File: src/rtl/sbrd_pkg.sv
// Shared types and constants of the seven-bit RLE decoder.
package sbrd_pkg;

   // Width of the per-message produced-byte total
   localparam int TOTAL_BITS = 16;
   // Width of totals and capacities during the room check
   localparam int SUM_W = ((TOTAL_BITS > 16) ? TOTAL_BITS : 16) + 1;

   // Command queue between the front and the back
   localparam int QDEPTH  = 4;
   localparam int QPTR_W  = $clog2(QDEPTH);
   localparam int QCNT_W  = $clog2(QDEPTH + 1);

   // Most data bytes in one dense group
   localparam int GROUP_MAX = 5;

   // End-of-message status codes
   typedef enum logic [2:0] {
      ST_OK        = 3'd0,
      ST_RESERVED  = 3'd1,
      ST_GROUP_CUT = 3'd2,
      ST_EXT_CUT   = 3'd3,
      ST_GROUP_OVF = 3'd4,
      ST_RUN_OVF   = 3'd5
   } status_type;

   // One command: up to five data items, optionally followed by an end item
   typedef struct packed {
      logic [2:0]                num;
      logic                      run;
      logic [GROUP_MAX-1:0][7:0] data;
      logic [8:0]                count;
      logic                      done;
      status_type                status;
      logic [TOTAL_BITS-1:0]     total;
   } cmd_type;

endpackage

File: src/rtl/sbrd_front.sv
// Front part: accepts encoded bytes, tracks decode state and issues commands.
module sbrd_front (
   input  logic             clock,
   input  logic             reset,
   input  logic             req_push,
   input  logic [7:0]       req_in_byte,
   input  logic             req_in_last,
   output logic             req_full,
   input  logic             csr_wr_en,
   input  logic [15:0]      csr_wr_data,
   input  logic             queue_full,
   output logic             cmd_push,
   output sbrd_pkg::cmd_type cmd
);
   import sbrd_pkg::*;

   typedef enum logic [2:0] {
      PH_HEADER,
      PH_GROUP,
      PH_EXT,
      PH_VALUE,
      PH_HALT
   } phase_type;

   phase_type                 phase_ff, phase_in;
   logic [2:0]                size_ff, size_in;
   logic [2:0]                fill_ff, fill_in;
   logic [4:0]                high_ff, high_in;
   logic [GROUP_MAX-1:0][7:0] bytes_ff, bytes_in;
   logic [8:0]                len_ff, len_in;
   logic                      run_high_ff, run_high_in;
   logic [TOTAL_BITS-1:0]     total_ff, total_in;
   status_type                halt_ff, halt_in;
   logic [15:0]               capacity_ff;

   logic             accept;
   logic [8:0]       add_n;
   logic [SUM_W-1:0] sum;
   logic [SUM_W-1:0] cap_ext;
   logic [SUM_W-1:0] mask_ext;
   logic [SUM_W-1:0] cap;
   logic             ovf;
   logic [7:0]       grp_byte;
   logic [7:0]       run_byte;
   logic [3:0]       fill_next;

   assign req_full = queue_full;
   assign accept   = req_push && !queue_full;

   // Room check: the add both tests capacity and gives the new total
   assign add_n    = (phase_ff == PH_GROUP) ? {6'd0, size_ff} : len_ff;
   assign sum      = SUM_W'(total_ff) + SUM_W'(add_n);
   assign cap_ext  = SUM_W'(capacity_ff);
   assign mask_ext = SUM_W'({TOTAL_BITS{1'b1}});
   assign cap      = (cap_ext < mask_ext) ? cap_ext : mask_ext;
   assign ovf      = (add_n != 9'd0) && (sum > cap);

   assign grp_byte  = {high_ff[fill_ff], req_in_byte[6:0]};
   assign run_byte  = {run_high_ff, req_in_byte[6:0]};
   assign fill_next = {1'b0, fill_ff} + 4'd1;

   // Next decode state and the command for this byte
   always_comb begin
      phase_in    = phase_ff;
      size_in     = size_ff;
      fill_in     = fill_ff;
      high_in     = high_ff;
      bytes_in    = bytes_ff;
      len_in      = len_ff;
      run_high_in = run_high_ff;
      total_in    = total_ff;
      halt_in     = halt_ff;
      cmd         = '0;
      cmd_push    = 1'b0;

      if (accept) begin
         case (phase_ff)
            PH_HEADER: begin
               if (!req_in_last) begin
                  if (req_in_byte inside {[8'd0:8'd3]}) begin
                     size_in  = 3'd2;
                     high_in  = req_in_byte[4:0];
                     fill_in  = 3'd0;
                     phase_in = PH_GROUP;
                  end else if (req_in_byte inside {[8'd4:8'd11]}) begin
                     size_in  = 3'd3;
                     high_in  = 5'(req_in_byte - 8'd4);
                     fill_in  = 3'd0;
                     phase_in = PH_GROUP;
                  end else if (req_in_byte inside {[8'd12:8'd27]}) begin
                     size_in  = 3'd4;
                     high_in  = 5'(req_in_byte - 8'd12);
                     fill_in  = 3'd0;
                     phase_in = PH_GROUP;
                  end else if (req_in_byte inside {[8'd28:8'd59]}) begin
                     size_in  = 3'd5;
                     high_in  = 5'(req_in_byte - 8'd28);
                     fill_in  = 3'd0;
                     phase_in = PH_GROUP;
                  end else if (req_in_byte inside {[8'd60:8'd63]}) begin
                     halt_in  = ST_RESERVED;
                     phase_in = PH_HALT;
                  end else begin
                     run_high_in = req_in_byte[0];
                     len_in      = {2'd0, req_in_byte[7:1]} - 9'd32;
                     phase_in    = (req_in_byte[7:1] == 7'd63) ? PH_EXT : PH_VALUE;
                  end
               end
            end
            PH_GROUP: begin
               bytes_in[fill_ff] = grp_byte;
               fill_in           = fill_next[2:0];
               if (fill_next >= {1'b0, size_ff}) begin
                  if (ovf) begin
                     halt_in  = ST_GROUP_OVF;
                     phase_in = PH_HALT;
                  end else begin
                     cmd.num  = size_ff;
                     cmd.data = bytes_in;
                     total_in = sum[TOTAL_BITS-1:0];
                     phase_in = PH_HEADER;
                  end
               end else if (req_in_last) begin
                  halt_in  = ST_GROUP_CUT;
                  phase_in = PH_HALT;
               end
            end
            PH_EXT: begin
               len_in = 9'd31 + {1'b0, req_in_byte};
               if (req_in_last) begin
                  halt_in  = ST_EXT_CUT;
                  phase_in = PH_HALT;
               end else begin
                  phase_in = PH_VALUE;
               end
            end
            PH_VALUE: begin
               if (ovf) begin
                  halt_in  = ST_RUN_OVF;
                  phase_in = PH_HALT;
               end else begin
                  if (len_ff != 9'd0) begin
                     cmd.num     = 3'd1;
                     cmd.run     = 1'b1;
                     cmd.data[0] = run_byte;
                     cmd.count   = len_ff;
                  end
                  total_in = sum[TOTAL_BITS-1:0];
                  phase_in = PH_HEADER;
               end
            end
            default: begin
               // halted: drop bytes until the last one
            end
         endcase

         // Close the message on its last byte
         if (req_in_last) begin
            cmd.done    = 1'b1;
            cmd.status  = halt_in;
            cmd.total   = total_in;
            phase_in    = PH_HEADER;
            size_in     = 3'd0;
            fill_in     = 3'd0;
            high_in     = 5'd0;
            len_in      = 9'd0;
            run_high_in = 1'b0;
            total_in    = '0;
            halt_in     = ST_OK;
         end

         cmd_push = (cmd.num != 3'd0) || cmd.done;
      end
   end

   // Hold decode state and the capacity register
   always_ff @(posedge clock) begin
      if (reset) begin
         phase_ff    <= PH_HEADER;
         size_ff     <= 3'd0;
         fill_ff     <= 3'd0;
         high_ff     <= 5'd0;
         len_ff      <= 9'd0;
         run_high_ff <= 1'b0;
         total_ff    <= '0;
         halt_ff     <= ST_OK;
         capacity_ff <= 16'hffff;
      end else begin
         phase_ff    <= phase_in;
         size_ff     <= size_in;
         fill_ff     <= fill_in;
         high_ff     <= high_in;
         len_ff      <= len_in;
         run_high_ff <= run_high_in;
         total_ff    <= total_in;
         halt_ff     <= halt_in;
         if (csr_wr_en) begin
            capacity_ff <= csr_wr_data;
         end
      end
   end

   // Group bytes need no reset: each is written before it is read
   always_ff @(posedge clock) begin
      bytes_ff <= bytes_in;
   end

endmodule

File: src/rtl/sbrd_queue.sv
// Short command queue between the front and the back.
module sbrd_queue (
   input  logic              clock,
   input  logic              reset,
   input  logic              wr_en,
   input  sbrd_pkg::cmd_type wr_cmd,
   input  logic              rd_en,
   output sbrd_pkg::cmd_type rd_cmd,
   output logic              full,
   output logic              empty
);
   import sbrd_pkg::*;

   cmd_type           slot_ff [QDEPTH];
   logic [QPTR_W-1:0] wr_ptr_ff, wr_ptr_in;
   logic [QPTR_W-1:0] rd_ptr_ff, rd_ptr_in;
   logic [QCNT_W-1:0] count_ff, count_in;

   assign full   = (count_ff == QCNT_W'(QDEPTH));
   assign empty  = (count_ff == '0);
   assign rd_cmd = slot_ff[rd_ptr_ff];

   // Advance pointers and fill count
   always_comb begin
      wr_ptr_in = wr_en ? (wr_ptr_ff + QPTR_W'(1)) : wr_ptr_ff;
      rd_ptr_in = rd_en ? (rd_ptr_ff + QPTR_W'(1)) : rd_ptr_ff;
      count_in  = count_ff;
      if (wr_en && !rd_en) begin
         count_in = count_ff + QCNT_W'(1);
      end else if (!wr_en && rd_en) begin
         count_in = count_ff - QCNT_W'(1);
      end
   end

   always_ff @(posedge clock) begin
      if (reset) begin
         wr_ptr_ff <= '0;
         rd_ptr_ff <= '0;
         count_ff  <= '0;
      end else begin
         wr_ptr_ff <= wr_ptr_in;
         rd_ptr_ff <= rd_ptr_in;
         count_ff  <= count_in;
      end
   end

   // Store the written command
   always_ff @(posedge clock) begin
      if (wr_en) begin
         slot_ff[wr_ptr_ff] <= wr_cmd;
      end
   end

`ifndef SYNTHESIS
   a_no_write_when_full: assert property (@(posedge clock) disable iff (reset)
      full |-> !wr_en) else $error("queue written while full");
   a_no_read_when_empty: assert property (@(posedge clock) disable iff (reset)
      empty |-> !rd_en) else $error("queue read while empty");
`endif

endmodule

File: src/rtl/sbrd_back.sv
// Back part: expands queued commands into result items, one item per pop.
module sbrd_back (
   input  logic              clock,
   input  logic              reset,
   input  logic              q_empty,
   input  sbrd_pkg::cmd_type q_cmd,
   output logic              q_pop,
   output logic              rsp_empty,
   input  logic              rsp_pop,
   output logic [7:0]        rsp_out_byte,
   output logic [8:0]        rsp_out_count,
   output logic              rsp_out_done,
   output logic [2:0]        rsp_out_status,
   output logic [15:0]       rsp_out_total
);
   import sbrd_pkg::*;

   cmd_type    cur_ff;
   logic [2:0] idx_ff, idx_in;
   logic       busy_ff, busy_in;

   logic             taken;
   logic [2:0]       num_items;
   logic             last_item;
   logic [SUM_W-1:0] total_ext;

   assign rsp_empty = !busy_ff;
   assign taken     = busy_ff && rsp_pop;
   assign num_items = cur_ff.num + {2'd0, cur_ff.done};
   assign last_item = (3'(idx_ff + 3'd1) == num_items);
   assign q_pop     = !q_empty && (!busy_ff || (taken && last_item));
   assign total_ext = SUM_W'(cur_ff.total);

   // Select the item under the index
   always_comb begin
      rsp_out_byte   = 8'd0;
      rsp_out_count  = 9'd0;
      rsp_out_done   = 1'b0;
      rsp_out_status = ST_OK;
      rsp_out_total  = 16'd0;
      if (idx_ff < cur_ff.num) begin
         if (cur_ff.run) begin
            rsp_out_byte  = cur_ff.data[0];
            rsp_out_count = cur_ff.count;
         end else begin
            rsp_out_byte  = cur_ff.data[idx_ff];
            rsp_out_count = 9'd1;
         end
      end else begin
         rsp_out_done   = 1'b1;
         rsp_out_status = cur_ff.status;
         rsp_out_total  = total_ext[15:0];
      end
   end

   // Step through the command, load the next one when done
   always_comb begin
      idx_in  = idx_ff;
      busy_in = busy_ff;
      if (q_pop) begin
         idx_in  = 3'd0;
         busy_in = 1'b1;
      end else if (taken) begin
         if (last_item) begin
            busy_in = 1'b0;
         end else begin
            idx_in = idx_ff + 3'd1;
         end
      end
   end

   always_ff @(posedge clock) begin
      if (reset) begin
         idx_ff  <= 3'd0;
         busy_ff <= 1'b0;
      end else begin
         idx_ff  <= idx_in;
         busy_ff <= busy_in;
      end
   end

   always_ff @(posedge clock) begin
      if (q_pop) begin
         cur_ff <= q_cmd;
      end
   end

`ifndef SYNTHESIS
   a_end_item_no_copies: assert property (@(posedge clock) disable iff (reset)
      (!rsp_empty && rsp_out_done) |-> (rsp_out_count == 9'd0))
      else $error("end item carries copies");
   a_data_item_clean: assert property (@(posedge clock) disable iff (reset)
      (!rsp_empty && !rsp_out_done) |->
         (rsp_out_count != 9'd0 && rsp_out_status == ST_OK && rsp_out_total == 16'd0))
      else $error("malformed data item");
`endif

endmodule

File: src/rtl/seven_bit_rle_decoder.sv
// Top level of the seven-bit RLE decoder: front, command queue and back.
//
// Input channel: push an encoded byte with req_in_last marking the message's
// final byte; a byte is taken on a clock edge with req_push high, req_full low.
// Result channel: while rsp_empty is low the oldest result item is on the rsp_
// ports; rsp_pop high takes it. Data items carry a byte and its copy count;
// each last byte yields an end item with status and the message's total.
// csr_wr_en/csr_wr_data write the per-message output capacity (reset 65535).
// The first result of a byte passes the front decode (combinational), then the
// command queue slot and then the back's command register.
// Throughput: the front takes one byte per cycle while req_full is low; the back
// gives one item per cycle while it has items and rsp_pop is high; a dense group of
// n bytes gives n items from n+1 input bytes. req_full rises only when the command
// queue is full, i.e. when the result side has stalled or lagged behind four commands.
// Reset (synchronous) empties the queue, drops the current command and puts
// the decoder at the start of a message with the capacity at its maximum.
module seven_bit_rle_decoder (
   input  logic        clock,
   input  logic        reset,
   input  logic        req_push,
   input  logic [7:0]  req_in_byte,
   input  logic        req_in_last,
   output logic        req_full,
   output logic        rsp_empty,
   input  logic        rsp_pop,
   output logic [7:0]  rsp_out_byte,
   output logic [8:0]  rsp_out_count,
   output logic        rsp_out_done,
   output logic [2:0]  rsp_out_status,
   output logic [15:0] rsp_out_total,
   input  logic        csr_wr_en,
   input  logic [15:0] csr_wr_data
);
   import sbrd_pkg::*;

   cmd_type front_cmd;
   cmd_type back_cmd;
   logic    front_push;
   logic    q_full;
   logic    q_empty;
   logic    q_pop;

   sbrd_front u_front (
      .clock       (clock),
      .reset       (reset),
      .req_push    (req_push),
      .req_in_byte (req_in_byte),
      .req_in_last (req_in_last),
      .req_full    (req_full),
      .csr_wr_en   (csr_wr_en),
      .csr_wr_data (csr_wr_data),
      .queue_full  (q_full),
      .cmd_push    (front_push),
      .cmd         (front_cmd)
   );

   sbrd_queue u_queue (
      .clock  (clock),
      .reset  (reset),
      .wr_en  (front_push),
      .wr_cmd (front_cmd),
      .rd_en  (q_pop),
      .rd_cmd (back_cmd),
      .full   (q_full),
      .empty  (q_empty)
   );

   sbrd_back u_back (
      .clock          (clock),
      .reset          (reset),
      .q_empty        (q_empty),
      .q_cmd          (back_cmd),
      .q_pop          (q_pop),
      .rsp_empty      (rsp_empty),
      .rsp_pop        (rsp_pop),
      .rsp_out_byte   (rsp_out_byte),
      .rsp_out_count  (rsp_out_count),
      .rsp_out_done   (rsp_out_done),
      .rsp_out_status (rsp_out_status),
      .rsp_out_total  (rsp_out_total)
   );

endmodule
File: config.mk
export PLATFORM = sky130hd
export DESIGN_NAME = seven_bit_rle_decoder
export DESIGN_NICKNAME = d
export VERILOG_FILES = /design/src/rtl/sbrd_pkg.sv /design/src/rtl/sbrd_front.sv /design/src/rtl/sbrd_queue.sv /design/src/rtl/sbrd_back.sv /design/src/rtl/seven_bit_rle_decoder.sv
export SDC_FILE = /design/constraint.sdc
export NUM_CORES = 1
export LEC_CHECK = 0
export ABC_AREA = 1
export BUFFER_PORTS_ARGS = -buffer_cell sky130_fd_sc_hd__buf_2
export CORE_MARGIN = 3
export CORE_UTILIZATION = 58
export DETAILED_ROUTE_END_ITERATION = 7
export PLACE_DENSITY_LB_ADDON = 0.25
export SETUP_SLACK_MARGIN = 0.1
export SYNTH_ARGS = -nofsm -noshare
export SYNTH_HDL_FRONTEND = slang
export SYNTH_SLANG_ARGS = --single-unit
File: constraint.sdc
create_clock -name clock -period 19.1 [get_ports clock]
set_input_delay 2.865 -clock clock [delete_from_list [all_inputs] [get_ports clock]]
set_output_delay 2.865 -clock clock [all_outputs]
set_load 0.01 [all_outputs]
==> run summary <==
Clk_skew = 14.03 ps
Skew-Pair Late Insertion Delay = 560 ps
Required time worst endpoint = 16230 ps
Hold_ws = 465.9 ps
Synth Register Bits = 475
Seq/Total Area, Yosys = 64.75%
Endpoint type of the worst setup path = primary output
Synth area leaders = edfxtp_1 (58%), dfxtp_1 (6.7%), o21ai_0 (5.9%), nor2_1 (5.2%), nand2_1 (3.9%)
PD cells = 129.1 nW/um^2
Number of H-tree levels = 2
Max_slew headroom = 25.30%
Slew @ Worst Pin = 1121 ps
# setup viols final = 0
Layout cells sized above 1 = 12.05%
Status = complete, no violations
Critical Path Fanout Max = 27
Routed WL = 46720 um
Die X = 196.0 um
Core area = 35050 um^2
Most frequent cells in the layout = edfxtp_1 (405), nor2_1 (284), o21ai_0 (248)
Pin count of the biggest net entering global routing = 103
Peak supply drop = 134.5 uV
Mapped Cells = 1974
Routed WL per cell = 18.72 um
Final slew viol count = 0
CP top delay family = buffers and inverters
Placer congestion estimate = 0.9025
Slowest CP cell = dfxtp_1
I/O pins = 69
Count of cell types in the netlist = 45
First-pass GRT wire length = 73060 um
Cts bufs inserted = 47
Commonest non-fill, non-tap cell in the layout = edfxtp_1
Initial drt markers = 1559
Fmax = 0.1504 GHz
CTS resizes = 0
Post-synth top area share = 58.06%
CTS Hold Buffers Added = 0
Unrepaired setup endpoints after global routing = false
Vias in the first global route = 13270
Netlist Area Pre-Place = 20950 um^2
Row count = 68
CTS tree = done
FF/Latch Area = 13570 um^2
Via-to-Cell Ratio = 5.730
Grt ovf = 0
Hold Vio Cnt, Final = 0
DP HPWL = 29500 um
Clock transition at path regs = 70 ps
Max Cap Viol = 0
Post-CTS Setup Inserts = 0
Worst setup SP type = flop
Antenna cells = 0
Root buf cell = clkbuf_16
Final antenna-violating net count = 0
Final nets = 2082
Crit path largest cell delay = 780 ps
Syn Area/Cell = 10.61 um^2
Fill cell count = 2622
CP cell instances = clkinv_1 -> nand2_1 -> nand3_1 -> nand2_1 -> clkinv_1 -> o21ai_0 -> a31oi_1 -> buf_2
Initial antenna violation count = 0
Via Count = 14300
Hold crit path type = flop to flop
Multi-input logic area = 6215 um^2
Area grow syn2layout = 9.808%
All-layer global routing usage = 24.08%
Buffers on Ports = 68
Synth Warn # = 0
Drc violations = 0
Initial Utilization = 59.76%
Minimum clock period = 6649 ps
Leak = 8.746 nW
Post-synth top area cell = edfxtp_1
Router iterations before antenna repair = 5
Tcrit/Tclk final = 34.81%
CP arrival = 3780 ps
CTS Buffer Depth = 3
Worst Path Buf+Inv = 3
Final setup TNS = 0 ps
Post-layout util = 65.62%
Net Count, Synth = 2050
Clock sinks = 475
Die ar. = 38430 um^2
Crit Path Class = flop to primary output
Die span in y = 196.0 um
-- synth_stat cells (all sizes together) --
| library cell | instances |
|---|---|
| xnor2 | 6 |
| nor3 | 10 |
| nor2 | 317 |
| a21boi | 2 |
| or2 | 31 |
| inv | 209 |
| o22ai | 75 |
| clkinv | 2 |
| and3 | 1 |
| ha | 43 |
| a31oi | 11 |
| nand3b | 1 |
| nand2 | 233 |
| a21oi | 110 |
| dfxtp | 70 |
| nand3 | 41 |
| o21ai | 263 |
| o21a | 1 |
| mux2 | 1 |
| edfxtp | 405 |
| o32ai | 8 |
| nand4 | 7 |
| nor4 | 1 |
| a211oi | 11 |
| o211ai | 2 |
| xor2 | 13 |
| clkbuf | 86 |
| fa | 3 |
| o221ai | 1 |
| buf | 10 |
-- sequential cells by signal, summed over array words and instances, names as in the netlist --
register / cells
u_queue.slot_ff: 292
u_back.cur_ff: 73
u_front.bytes_ff: 40
u_front.capacity_ff: 16
u_front.total_ff: 16
u_front.len_ff: 9
u_front.high_ff: 5
u_back.idx_ff: 3
u_front.fill_ff: 3
u_front.halt_ff: 3
u_front.phase_ff: 3
u_front.size_ff: 3
u_queue.count_ff: 3
u_queue.rd_ptr_ff: 2
u_queue.wr_ptr_ff: 2
u_back.busy_ff: 1
u_front.run_high_ff: 1
-- final timing paths --
path,start,end,slack [ps],cells after the start
setup / recovery,u_back.idx_ff[0],rsp_out_byte[4],12450,8
hold / removal,u_front.capacity_ff[5],u_front.capacity_ff[5],470,2
setup reg to reg,u_front.phase_ff[1],u_queue.slot_ff[0][42],12480,39
hold reg to reg,u_front.capacity_ff[5],u_front.capacity_ff[5],470,2
-- stage by stage --
stage	instance area [um^2]	power (mW)	instances	worst slack, ps
after floorplan	20950	1.888	1974	11370
after global placement	21570	2.100	2412	12430
after detailed placement	21570	2.122	2412	12250
after CTS	23000	2.983	2496	12390
after global routing	23000	3.119	2496	11850
final	23000	2.970	2496	12450
-- worst register-to-register path: cells and delay by family (launching register included) --
| family | cells | cell delay [ps] |
|---|---|---|
| adders and majority gates | 3 | 910 |
| xor gates and xnor gates | 1 | 180 |
| and+or+nand+nor | 25 | 3140 |
| DFF | 1 | 360 |
| AOI/OAI and AO/OA | 4 | 420 |
| buffers and inverters | 6 | 1210 |
-- where the power goes --
| group | internal, mW | switching, mW | total (mW) |
|---|---|---|---|
| clock | 0.492 | 0.373 | 0.865 |
| sequential | 1.33 | 0.0856 | 1.41 |
| combinational | 0.201 | 0.491 | 0.692 |
-- kinds of logic (layout without fill, tap and decap cells) --
| kind of cell | after synthesis | count (layout) | synth area share [%] |
|---|---|---|---|
| fa+ha+maj | 46 | 46 | 2.855 |
| xor+xnor | 19 | 19 | 0.7945 |
| simple gates | 642 | 642 | 13.06 |
| buf+inv | 307 | 374 | 5.794 |
| mux | 1 | 1 | 0.05376 |
| compound gates | 484 | 484 | 12.69 |
| flops | 475 | 475 | 64.75 |
-- cell type report --
type,instances,share of cell area [%]
flip-flops and latches,475,58.99
multi-input cells,1192,27.02
clock buffers,65,5.500
inverters,211,3.454
well taps,455,2.475
repair buffers,79,1.839
clock inverters,19,0.7235
-- routing by layer --
layer / vias up / routed length [um] / track usage, %
met3: 60 / 3838 / 4.156
met2: 614 / 20740 / 36.04
met1: 6750 / 21450 / 37.31
met5: - / 0 / 0
met4: 0 / 697 / 5.519
li1: 6877 / - / -
No activity file was read; power rests on OpenSTA's default activity.
